[src/hw/rtl/fra_pkg.sv]
// Shared types and constants for the fraction ALU.
// Depends on nothing.
package fra_pkg;
    localparam int NumW = 32;
    localparam int DenW = 31;
    localparam int ProdW = 34;
    localparam int InW = 16;

    typedef enum logic [1:0] {
        OP_ADD = 2'd0,
        OP_SUB = 2'd1,
        OP_MUL = 2'd2,
        OP_DIV = 2'd3
    } op_t;

    typedef enum logic [3:0] {
        ST_IDLE,
        ST_MUL1,
        ST_MUL2,
        ST_CHECK,
        ST_GSHIFT,
        ST_GODD,
        ST_GLOOP,
        ST_DIVN,
        ST_DIVD,
        ST_DONE
    } state_t;

    typedef struct packed {
        logic load;
        logic mul1;
        logic mul2;
        logic check;
        logic gshift;
        logic godd;
        logic gloop;
        logic div_start;
        logic div_step;
        logic div_sel_d;
        logic div_save;
        logic finish;
    } cmd_t;

    typedef struct packed {
        logic is_error;
        logic x_zero;
        logic y_zero;
        logic both_even;
        logic x_even;
        logic y_zero_loop;
        logic div_last;
    } stat_t;
endpackage

[src/hw/rtl/fra_datapath.sv]
// Datapath: multiplies, binary gcd and serial exact division.
// Depends on fra_pkg.
module fra_datapath (
    input  logic                 clk,
    input  logic                 rst_n,
    input  fra_pkg::cmd_t        cmd,
    output fra_pkg::stat_t       stat,
    input  logic [1:0]           op,
    input  logic [15:0]          a_num,
    input  logic [15:0]          a_den,
    input  logic [15:0]          b_num,
    input  logic [15:0]          b_den,
    output logic [31:0]          res_num,
    output logic [30:0]          res_den,
    output logic                 error
);
    import fra_pkg::*;

    logic [1:0]         op_reg;
    logic signed [15:0] an_reg, ad_reg, bn_reg, bd_reg;
    logic signed [31:0] p1_reg, p2_reg;
    logic signed [ProdW-1:0] n_reg, d_reg;
    logic               den_zero_reg;
    logic [ProdW-1:0]   x_reg, y_reg;
    logic [5:0]         k_reg;
    logic [ProdW-1:0]   g_reg;
    logic [ProdW-1:0]   rem_reg, quo_reg, dvd_reg;
    logic [5:0]         cnt_reg;
    logic [31:0]        qn_reg;
    logic               err_reg;

    logic signed [15:0] m1a, m1b, m2a, m2b;
    logic signed [31:0] m1, m2, m3;
    logic [ProdW-1:0]   n_mag, d_mag, x_sw, y_sw;
    logic [ProdW:0]     trial;
    logic [ProdW-1:0]   rem_sh;
    logic signed [ProdW-1:0] q_signed;

    always_comb
    begin
        unique case (op_reg)
            OP_MUL:
            begin
                m1a = an_reg; m1b = bn_reg; m2a = ad_reg; m2b = bd_reg;
            end
            OP_DIV:
            begin
                m1a = an_reg; m1b = bd_reg; m2a = ad_reg; m2b = bn_reg;
            end
            default:
            begin
                m1a = an_reg; m1b = bd_reg; m2a = bn_reg; m2b = ad_reg;
            end
        endcase
    end

    assign m1 = m1a * m1b;
    assign m2 = m2a * m2b;
    assign m3 = ad_reg * bd_reg;
    assign n_mag = n_reg[ProdW-1] ? ProdW'(-n_reg) : ProdW'(n_reg);
    assign d_mag = d_reg[ProdW-1] ? ProdW'(-d_reg) : ProdW'(d_reg);
    assign x_sw = (x_reg > y_reg) ? y_reg : x_reg;
    assign y_sw = (x_reg > y_reg) ? x_reg : y_reg;
    assign rem_sh = {rem_reg[ProdW-2:0], dvd_reg[ProdW-1]};
    assign trial = {1'b0, rem_sh} - {1'b0, g_reg};
    assign q_signed = (cmd.div_sel_d ? d_reg[ProdW-1] : n_reg[ProdW-1])
                      ? -$signed(quo_reg) : $signed(quo_reg);

    assign stat.is_error = den_zero_reg || (n_reg == '0 && d_reg == '0);
    assign stat.x_zero = (n_reg == '0);
    assign stat.y_zero = (d_reg == '0);
    assign stat.both_even = !x_reg[0] && !y_reg[0];
    assign stat.x_even = !x_reg[0];
    assign stat.y_zero_loop = (y_reg == '0);
    assign stat.div_last = (cnt_reg == 6'(ProdW - 1));

    always_ff @(posedge clk or negedge rst_n)
    begin
        if (!rst_n)
        begin
            op_reg <= '0;
        end
        else if (cmd.load)
        begin
            op_reg <= op;
        end
    end

    always_ff @(posedge clk)
    begin
        if (cmd.load)
        begin
            an_reg <= a_num; ad_reg <= a_den; bn_reg <= b_num; bd_reg <= b_den;
            den_zero_reg <= (a_den == '0) || (b_den == '0);
        end
        if (cmd.mul1)
        begin
            p1_reg <= m1;
            p2_reg <= m2;
        end
        if (cmd.mul2)
        begin
            if (op_reg == OP_ADD)
                n_reg <= ProdW'(p1_reg) + ProdW'(p2_reg);
            else if (op_reg == OP_SUB)
                n_reg <= ProdW'(p1_reg) - ProdW'(p2_reg);
            else
                n_reg <= ProdW'(p1_reg);
            if (op_reg == OP_MUL || op_reg == OP_DIV)
                d_reg <= ProdW'(p2_reg);
            else
                d_reg <= ProdW'(m3);
        end
        if (cmd.check)
        begin
            x_reg <= n_mag;
            y_reg <= d_mag;
            k_reg <= '0;
            if (n_reg == '0)
                g_reg <= d_mag;
            else if (d_reg == '0)
                g_reg <= n_mag;
        end
        if (cmd.gshift)
        begin
            x_reg <= x_reg >> 1;
            y_reg <= y_reg >> 1;
            k_reg <= k_reg + 6'd1;
        end
        if (cmd.godd)
            x_reg <= x_reg >> 1;
        if (cmd.gloop)
        begin
            if (!y_reg[0])
                y_reg <= y_reg >> 1;
            else
            begin
                x_reg <= x_sw;
                y_reg <= y_sw - x_sw;
            end
        end
        if (cmd.div_start)
        begin
            if (!stat.x_zero && !stat.y_zero && !cmd.div_sel_d)
                g_reg <= x_reg << k_reg;
            dvd_reg <= cmd.div_sel_d ? d_mag : n_mag;
            rem_reg <= '0;
            quo_reg <= '0;
            cnt_reg <= '0;
        end
        if (cmd.div_step)
        begin
            dvd_reg <= dvd_reg << 1;
            cnt_reg <= cnt_reg + 6'd1;
            if (!trial[ProdW])
            begin
                rem_reg <= trial[ProdW-1:0];
                quo_reg <= {quo_reg[ProdW-2:0], 1'b1};
            end
            else
            begin
                rem_reg <= rem_sh;
                quo_reg <= {quo_reg[ProdW-2:0], 1'b0};
            end
        end
        if (cmd.div_save)
            qn_reg <= n_reg[ProdW-1] ? 32'(-$signed(quo_reg)) : quo_reg[31:0];
        if (cmd.finish)
        begin
            err_reg <= stat.is_error;
            if (stat.is_error)
            begin
                res_num <= '0;
                res_den <= '0;
            end
            else
            begin
                res_num <= qn_reg;
                res_den <= q_signed[30:0];
            end
        end
    end

    assign error = err_reg;
endmodule

[src/hw/rtl/fra_ctrl.sv]
// Controller state machine sequencing the fraction datapath.
// Depends on fra_pkg.
module fra_ctrl (
    input  logic            clk,
    input  logic            rst_n,
    input  logic            in_req,
    output logic            in_ack,
    output logic            out_valid,
    input  logic            out_ack,
    output fra_pkg::cmd_t   cmd,
    input  fra_pkg::stat_t  stat
);
    import fra_pkg::*;

    state_t state_reg, state_next;
    logic   sel_d_reg, sel_d_next;
    logic   valid_reg, valid_next;

    always_ff @(posedge clk or negedge rst_n)
    begin
        if (!rst_n)
        begin
            state_reg <= ST_IDLE;
            sel_d_reg <= 1'b0;
            valid_reg <= 1'b0;
        end
        else
        begin
            state_reg <= state_next;
            sel_d_reg <= sel_d_next;
            valid_reg <= valid_next;
        end
    end

    assign in_ack = (state_reg == ST_IDLE);
    assign out_valid = valid_reg;

    always_comb
    begin
        state_next = state_reg;
        sel_d_next = sel_d_reg;
        valid_next = valid_reg && !out_ack;
        cmd = '0;
        cmd.div_sel_d = sel_d_reg;
        unique case (state_reg)
            ST_IDLE:
            begin
                if (in_req)
                begin
                    cmd.load = 1'b1;
                    state_next = ST_MUL1;
                end
            end
            ST_MUL1:
            begin
                cmd.mul1 = 1'b1;
                state_next = ST_MUL2;
            end
            ST_MUL2:
            begin
                cmd.mul2 = 1'b1;
                state_next = ST_CHECK;
            end
            ST_CHECK:
            begin
                cmd.check = 1'b1;
                sel_d_next = 1'b0;
                if (stat.is_error)
                    state_next = ST_DONE;
                else if (stat.x_zero || stat.y_zero)
                    state_next = ST_DIVN;
                else
                    state_next = ST_GSHIFT;
            end
            ST_GSHIFT:
            begin
                if (stat.both_even)
                    cmd.gshift = 1'b1;
                else
                    state_next = ST_GODD;
            end
            ST_GODD:
            begin
                if (stat.x_even)
                    cmd.godd = 1'b1;
                else
                    state_next = ST_GLOOP;
            end
            ST_GLOOP:
            begin
                if (!stat.y_zero_loop)
                    cmd.gloop = 1'b1;
                else
                    state_next = ST_DIVN;
            end
            ST_DIVN:
            begin
                cmd.div_start = 1'b1;
                state_next = ST_DIVD;
            end
            ST_DIVD:
            begin
                cmd.div_step = 1'b1;
                if (stat.div_last)
                begin
                    if (!sel_d_reg)
                    begin
                        sel_d_next = 1'b1;
                        state_next = ST_DIVN;
                    end
                    else
                        state_next = ST_DONE;
                end
            end
            ST_DONE:
            begin
                if (!valid_reg || out_ack)
                begin
                    cmd.finish = 1'b1;
                    valid_next = 1'b1;
                    state_next = ST_IDLE;
                end
            end
            default: state_next = ST_IDLE;
        endcase
        if (state_reg == ST_DIVN && sel_d_reg)
            cmd.div_save = 1'b1;
    end
endmodule

[src/hw/rtl/fraction_alu_reduced.sv]
// Top level of the fraction ALU with gcd reduction.
// Depends on fra_pkg, fra_ctrl and fra_datapath.
//  channel | dir | tdata fields (low first)            | tuser
//  s_axis  | in  | a_num, a_den, b_num, b_den         | op
//  m_axis  | out | res_num, res_den, pad 1            | error
// One request at a time: multiply and check, then binary gcd steps, then two
// serial divisions, numerator first; error requests skip the gcd and the
// divisions. The binary gcd loop sets the variable part of the run time.
// The result register holds while m_axis_tready is low; a new request is
// taken during that wait. rst_n clears control state asynchronously.
module fraction_alu_reduced (
    input  logic        clk,
    input  logic        rst_n,
    input  logic        s_axis_tvalid,
    output logic        s_axis_tready,
    input  logic [63:0] s_axis_tdata,  // a_num, a_den, b_num, b_den
    input  logic [1:0]  s_axis_tuser,  // op
    output logic        m_axis_tvalid,
    input  logic        m_axis_tready,
    output logic [63:0] m_axis_tdata,  // res_num, res_den, zero pad
    output logic        m_axis_tuser   // error
);
    import fra_pkg::*;

    cmd_t        cmd;
    stat_t       stat;
    logic [31:0] res_num;
    logic [30:0] res_den;

    fra_ctrl u_ctrl (
        .clk(clk), .rst_n(rst_n),
        .in_req(s_axis_tvalid), .in_ack(s_axis_tready),
        .out_valid(m_axis_tvalid), .out_ack(m_axis_tready),
        .cmd(cmd), .stat(stat)
    );

    fra_datapath u_dp (
        .clk(clk), .rst_n(rst_n), .cmd(cmd), .stat(stat),
        .op(s_axis_tuser),
        .a_num(s_axis_tdata[15:0]), .a_den(s_axis_tdata[31:16]),
        .b_num(s_axis_tdata[47:32]), .b_den(s_axis_tdata[63:48]),
        .res_num(res_num), .res_den(res_den), .error(m_axis_tuser)
    );

    assign m_axis_tdata = {1'b0, res_den, res_num};
endmodule

[config.mk]
export PLATFORM = sky130hd
export DESIGN_NAME = fraction_alu_reduced
export DESIGN_NICKNAME = d
export VERILOG_FILES = /design/src/hw/rtl/fra_pkg.sv /design/src/hw/rtl/fra_datapath.sv /design/src/hw/rtl/fra_ctrl.sv /design/src/hw/rtl/fraction_alu_reduced.sv
export SDC_FILE = /design/constraint.sdc
export NUM_CORES = 2
export LEC_CHECK = 0
export BUFFER_PORTS_ARGS = -buffer_cell sky130_fd_sc_hd__buf_2
export CAP_MARGIN = 20
export CORE_AREA = 5 5 399 401
export DETAILED_ROUTE_END_ITERATION = 16
export DIE_AREA = 0 0 404 406
export PLACE_DENSITY_LB_ADDON = 0.05
export SKIP_CTS_REPAIR_TIMING = 1
export SYNTH_ARGS = -nofsm -noshare
export SYNTH_HDL_FRONTEND = slang
export SYNTH_SLANG_ARGS = --single-unit
[constraint.sdc]
create_clock -name clk -period 7.55 [get_ports clk]
set_input_delay 1.51 -clock clk [delete_from_list [all_inputs] [get_ports clk]]
set_output_delay 1.51 -clock clk [all_outputs]
set_load 0.005 [all_outputs]
* After elaboration in Yosys (flattened, before gate mapping)
Cells that the tools add are included.
** Storage, ports and cells
- Register bits after elaboration :: 514
- Input port bits :: 70
- Output and inout bits :: 67
** Operators by class
- Order comparisons :: 1
- Reductions and logical operators :: 32
- Shift-type cells :: 1
- Mux-type cells :: 69
- Multiply operators :: 3
- Equal/unequal tests :: 19
- $add $sub $neg :: 9
** Operators with widths (count)
- 34-bit 2-to-1 mux :: 24
- 34-bit zero test :: 3
- 33-bit 2-to-1 mux :: 3
- 16-bit by 16-bit multiplier with 32-bit output :: 3
- 34-bit negation :: 2
- 32-bit 2-to-1 mux :: 2
- 4-bit one-hot mux with 10 select lines :: 1
- 34-bit by 34-bit subtractor with 35-bit output :: 1
- 34-bit greater-than comparator :: 1
- 34-bit by 6-bit << shifter with 34-bit output :: 1
- 34-bit subtractor :: 1
- 32-bit by 32-bit adder with 33-bit output :: 1
- 32-bit by 32-bit subtractor with 33-bit output :: 1
- 16-bit zero test :: 2
- 16-bit 2-to-1 mux :: 2
- 4-bit 2-to-1 mux :: 8
- 32-bit negation :: 1
- 16-bit one-hot mux with 2 select lines :: 1
- 31-bit 2-to-1 mux :: 1
- 6-bit 2-to-1 mux :: 4
- 1-bit 2-to-1 mux :: 21
- 4-bit by 3-bit equality test with 1-bit output (second input constant) :: 4
- 6-bit by 1-bit adder with 6-bit output (second input constant) :: 2
- 4-bit by 2-bit equality test with 1-bit output (second input constant) :: 2
- 19 further kinds :: 42

* Logic depth before layout (Yosys ltp)
- Word-level depth :: 8
- Mapped depth :: 31
- Mapped depth without buffers :: 28

* Cells and area by module
Synthesis repeated with hierarchy kept, for this count alone.
** Unflattened totals
- Cell total of the unflattened synthesis :: 6639
- Area total of the unflattened synthesis :: 62195.9 um^2
** Modules (own cells, without submodules)
- fra_datapath :: sequential area each 14473.9 um^2, area an instance 61651.6 um^2, cells each 6570, times used 1
- fra_ctrl :: sequential area each 150.1 um^2, area an instance 533.0 um^2, cells each 67, times used 1
- fraction_alu_reduced :: sequential area each 0.0 um^2, area an instance 11.3 um^2, cells each 2, times used 1

* Worst setup path before layout
Ideal clock, no wire load.
- Kind :: reg2reg
- From :: reg u_dp.op_reg[0]
- To :: reg u_dp.p1_reg[30] (data pin)
- Arrival :: 7.670 ns
- Buffers on the path :: 4
- Stages on the path, launching flop included :: 30
- Required time :: 7.292 ns
- Setup time :: 0.258 ns
- Slack :: -0.378 ns
- Cells stage by stage :: dfrtp_1 clkbuf_1 nor2b_1 clkbuf_1 clkbuf_1 mux2_2 clkbuf_1 and2_1 fa_1 inv_1 fa_1 inv_1 fa_1 fa_1 inv_1 fa_1 fa_1 inv_1 ha_1 a21o_1 a221oi_1 o21ai_0 o21ai_0 a21oi_1 nor4_1 o31ai_1 or4_1 a31o_2 a21oi_1 xnor2_1
** On the way
- Longest elaborated chain between the ends :: 3
** Ends and longest elaborated chain
- from (decl) :: RTL line fra_datapath.sv:19 : logic [1:0] op_reg;
- from (signal assigned) :: RTL line fra_datapath.sv:85 : op_reg <= op;
- 2-bit equality test :: RTL line fra_datapath.sv:41 : unique case (op_reg)
- 16-bit 2-to-1 mux :: RTL line fra_datapath.sv:41
- 16-bit by 16-bit multiplier with 32-bit output :: RTL line fra_datapath.sv:57 : assign m1 = m1a * m1b;
- via u_dp.m1[30] :: RTL line fra_datapath.sv:33 : logic signed [31:0] m1, m2, m3;
- to (signal assigned) :: RTL line fra_datapath.sv:98 : p1_reg <= m1;
- to (decl) :: RTL line fra_datapath.sv:21 : logic signed [31:0] p1_reg, p2_reg;
The timed path passes the listed nets, and every way through them passes these cells.
A chain may end at the register's enable or synchronous reset.

* Worst setup path in the final report
- From :: reg u_dp.op_reg[1]
- To :: reg u_dp.p1_reg[30] (data pin)
Same word-level chain as after synthesis.

==> reports/summary.md <==
### Floorplanning
• **number of placement rows** 145
• **floorplan die height** 406 µm
• **count of pins on the block boundary** 137
• **die boundary width** 404 µm
• **starting density of the core** 0.397
• **Core ar.** 155000 µm²
• **full die area** 164000 µm²

### STA
• **worst max-slew margin expressed relative to the limit** 0.269
• **post-layout min period** 7.30 ns
• **measured slew at the worst slew-check pin** 1.10 ns
• **period utilisation layout** 0.967
• **highest attainable clock frequency** 137 MHz
• **unrepaired setup endpoints after global routing** true
• **count of endpoints failing setup in the final report** 0
• **Setup TNS Final** 0 ns
• **final-report max-slew violation count** 0
• **final hold viol count** 0
• **maximum clock skew at final layout** 0.0464 ns

### Synthesis
• **share of flip-flops with an asynchronous set or reset after synthesis** 0.0157
• **register area share after synthesis** 0.237
• **combined area of all synthesized cells** 61700 µm²
• **synthesis-stage register bit count** 511
• **most common flop cell mapped by yosys** sky130_fd_sc_hd__edfxtp_1
• **number of synthesis warnings** 0
• **Synth Area per Inst** 9.39 µm²
• **gate count of the mapped netlist** 6568
• **syn_nets** 7813
• **number of enable-type register cells in the synthesized netlist** 435
• **unique cell type count in the Yosys netlist** 99

### CTS
• **clock-pin slew reported for the worst setup and hold paths after clock tree synthesis** 0.06 ns
• **Root Buffer Master** sky130_fd_sc_hd__clkbuf_16
• **number of levels the H-tree was split into** 3
• **clock buffers created by TritonCTS** 69
• **buffers from clock root to sink, at most** 3
• **clk sink count** 511
• **insertion delay to the later sink of the worst-skew pair** 0.69 ns
• **clock tree from TritonCTS** done

### Placed design
• **Placement Cell Area** 66700 µm²
• **detailed placer's ending HPWL** 158 mm
• **routability congestion estimate from global placement** 0.911
• **number of buffer cells added on primary ports** 135
• **cell count after placement** 8787

### Detailed routing
• **vias after detailed routing** 47048
• **average wire per cell in the routed design** 21.9 µm
• **drt first pass iters** 6
• **overall routed net length** 195 mm
• **antenna violation net count after detailed routing** 0
• **First DRT Iteration DRCs** 2953
• **drt drc** 0
• **vias per std cell** 5.27

### Global route
• **Overall Global Routing Usage** 0.241
• **pin count of the biggest net entering global routing** 77
• **number of antenna violations at the first check in global routing** 1
• **remaining global-route overflow** 0
• **via count of the first global-routing pass** 48945
• **first-pass GRT wire length** 303 mm

### Setup path
• **maximum fanout along the worst path** 8
• **kind of capture point of the worst setup path** register
• **element type at the critical path start** register
• **required time at the endpoint of the critical path** 7.98 ns
• **flop2flop setup slack** 0.25 ns
• **data arrival time of the critical path** 7.74 ns
• **critical path class** register to register

### Layout
• **Area growth syn-to-layout** 12.4%
• **post-route design area** 69300 µm²
• **highest-count cells in the layout ignoring fill and taps** sky130_fd_sc_hd__inv_1 (1086), sky130_fd_sc_hd__fa_1 (788), sky130_fd_sc_hd__nand2_1 (725)
• **most common cell after layout, fill and taps aside** sky130_fd_sc_hd__inv_1
• **number of filler cells placed in the layout** 15363
• **share of cells above drive strength 1** 0.113
• **Final Instance Count excl. Fillers** 8927
• **net count reported at finish** 8057

### Run
• **MaxCap Viol Count** 0

### Status
• **run status** finished, final reports clean

### Worst hold path
• **type of the most critical hold path** register to register

==> metal layers <==
layer,share of wire,global-route usage,vias to the layer above
li1,-,-,22081
met2,0.48,0.411,1024
met1,0.44,0.325,23705
met3,0.036,0.0218,236
met5,0.000097,0,-
met4,0.038,0.0787,2
==> layout make-up <==
cell class | count | area (µm²) | share of cell area
clock inverter | 45 | 475 | 0.00686
tap | 2058 | 2570 | 0.0371
multi-input combinational | 4639 | 41900 | 0.605
antenna | 1 | 2.50 | 0.0000361
sequential | 511 | 14600 | 0.211
inverter | 1089 | 4090 | 0.0590
clock buffer | 82 | 1820 | 0.0262
timing repair buffer | 502 | 3790 | 0.0546
==> cells in the mapped netlist (19+ instances only) <==
cell | number | share of area
sky130_fd_sc_hd__a211oi_1 | 102 | 0.012
sky130_fd_sc_hd__a21o_1 | 73 | 0.0089
sky130_fd_sc_hd__a21oi_1 | 207 | 0.017
sky130_fd_sc_hd__a22o_1 | 34 | 0.0048
sky130_fd_sc_hd__a22oi_1 | 35 | 0.0043
sky130_fd_sc_hd__a31oi_1 | 51 | 0.0052
sky130_fd_sc_hd__and2_1 | 276 | 0.028
sky130_fd_sc_hd__buf_1 | 21 | 0.0013
sky130_fd_sc_hd__buf_2 | 23 | 0.0019
sky130_fd_sc_hd__clkbuf_1 | 279 | 0.017
sky130_fd_sc_hd__dfxtp_1 | 68 | 0.022
sky130_fd_sc_hd__edfxtp_1 | 435 | 0.21
sky130_fd_sc_hd__fa_1 | 789 | 0.26
sky130_fd_sc_hd__ha_1 | 386 | 0.078
sky130_fd_sc_hd__inv_1 | 1087 | 0.066
sky130_fd_sc_hd__mux2_2 | 53 | 0.0097
sky130_fd_sc_hd__mux2i_1 | 131 | 0.021
sky130_fd_sc_hd__mux4_2 | 23 | 0.0084
sky130_fd_sc_hd__nand2_1 | 726 | 0.044
sky130_fd_sc_hd__nand2b_1 | 56 | 0.0057
sky130_fd_sc_hd__nand3_1 | 69 | 0.0056
sky130_fd_sc_hd__nand4_1 | 34 | 0.0034
sky130_fd_sc_hd__nor2_1 | 451 | 0.027
sky130_fd_sc_hd__nor2b_1 | 46 | 0.0047
sky130_fd_sc_hd__nor3_1 | 66 | 0.0054
sky130_fd_sc_hd__nor4_1 | 34 | 0.0034
sky130_fd_sc_hd__o21a_1 | 19 | 0.0023
sky130_fd_sc_hd__o21ai_0 | 218 | 0.018
sky130_fd_sc_hd__o21bai_1 | 38 | 0.0046
sky130_fd_sc_hd__o221ai_1 | 39 | 0.0055
sky130_fd_sc_hd__o22ai_1 | 45 | 0.0046
sky130_fd_sc_hd__o31ai_1 | 60 | 0.0073
sky130_fd_sc_hd__o41ai_1 | 22 | 0.0031
sky130_fd_sc_hd__or3_1 | 37 | 0.0038
sky130_fd_sc_hd__or4_1 | 22 | 0.0027
sky130_fd_sc_hd__xnor2_1 | 186 | 0.026
sky130_fd_sc_hd__xor2_1 | 132 | 0.019
==> logic make-up (layout without fill, tap and decap cells) <==
logic type / after synthesis / in the layout / share of synthesized area
buf+inv: 1418 / 1718 / 0.0873
flops: 511 / 511 / 0.237
mux: 209 / 209 / 0.0398
other cells: 1 / 2 / 0.0000608
xor+xnor: 318 / 318 / 0.0452
simple gates: 1882 / 1882 / 0.142
fa+ha+maj: 1175 / 1175 / 0.334
compound gates: 1054 / 1054 / 0.114
==> through the flow <==
stage | hold slack [ns] | util | worst slack [ns]
floorplan | 0.441 | - | 0.00633
global placement | 0.492 | 0.429 | -0.238
finish | 0.497 | 0.446 | 0.246
global route | 0.507 | 0.446 | -0.0405
CTS | 0.499 | 0.444 | -0.301
detailed placement | 0.491 | 0.430 | -0.269
==> critical path: stages (launching register included) <==
cell and delay (ns):
sky130_fd_sc_hd__dfrtp_4 0.42, sky130_fd_sc_hd__nor2b_4 0.18, sky130_fd_sc_hd__buf_12 0.15, sky130_fd_sc_hd__mux2_2 0.48, sky130_fd_sc_hd__and2_1 0.23, sky130_fd_sc_hd__fa_1 0.50
sky130_fd_sc_hd__inv_1 0.05, sky130_fd_sc_hd__fa_1 0.47, sky130_fd_sc_hd__inv_1 0.05, sky130_fd_sc_hd__fa_1 0.50, sky130_fd_sc_hd__fa_1 0.56, sky130_fd_sc_hd__inv_1 0.05
sky130_fd_sc_hd__fa_1 0.45, sky130_fd_sc_hd__fa_1 0.49, sky130_fd_sc_hd__inv_1 0.04, sky130_fd_sc_hd__ha_1 0.30, sky130_fd_sc_hd__a21o_1 0.18, sky130_fd_sc_hd__a221oi_2 0.28
sky130_fd_sc_hd__o21ai_1 0.14, sky130_fd_sc_hd__o21ai_2 0.18, sky130_fd_sc_hd__a21oi_2 0.12, sky130_fd_sc_hd__nor4_4 0.21, sky130_fd_sc_hd__o31ai_2 0.14, sky130_fd_sc_hd__or4_1 0.45
sky130_fd_sc_hd__a31o_2 0.26, sky130_fd_sc_hd__a21oi_2 0.14, sky130_fd_sc_hd__xnor2_1 0.07
==> path summary, 6_finish.rpt <==
path                                        to  depth (start not counted)             from
max                            u_dp.p1_reg[30]                         26   u_dp.op_reg[1]
min                           u_dp.res_num[31]                          1  u_dp.qn_reg[31]
max in group asynchronous       u_dp.op_reg[1]                          1            rst_n
max reg2reg                    u_dp.p1_reg[30]                         26   u_dp.op_reg[1]
min reg2reg                   u_dp.res_num[31]                          1  u_dp.qn_reg[31]
min in group asynchronous  u_ctrl.state_reg[2]                          1            rst_n
Power is left out: the tool's default activity adds up to more than one toggle a clock period on the data nets, which glitch-free logic cannot reach.
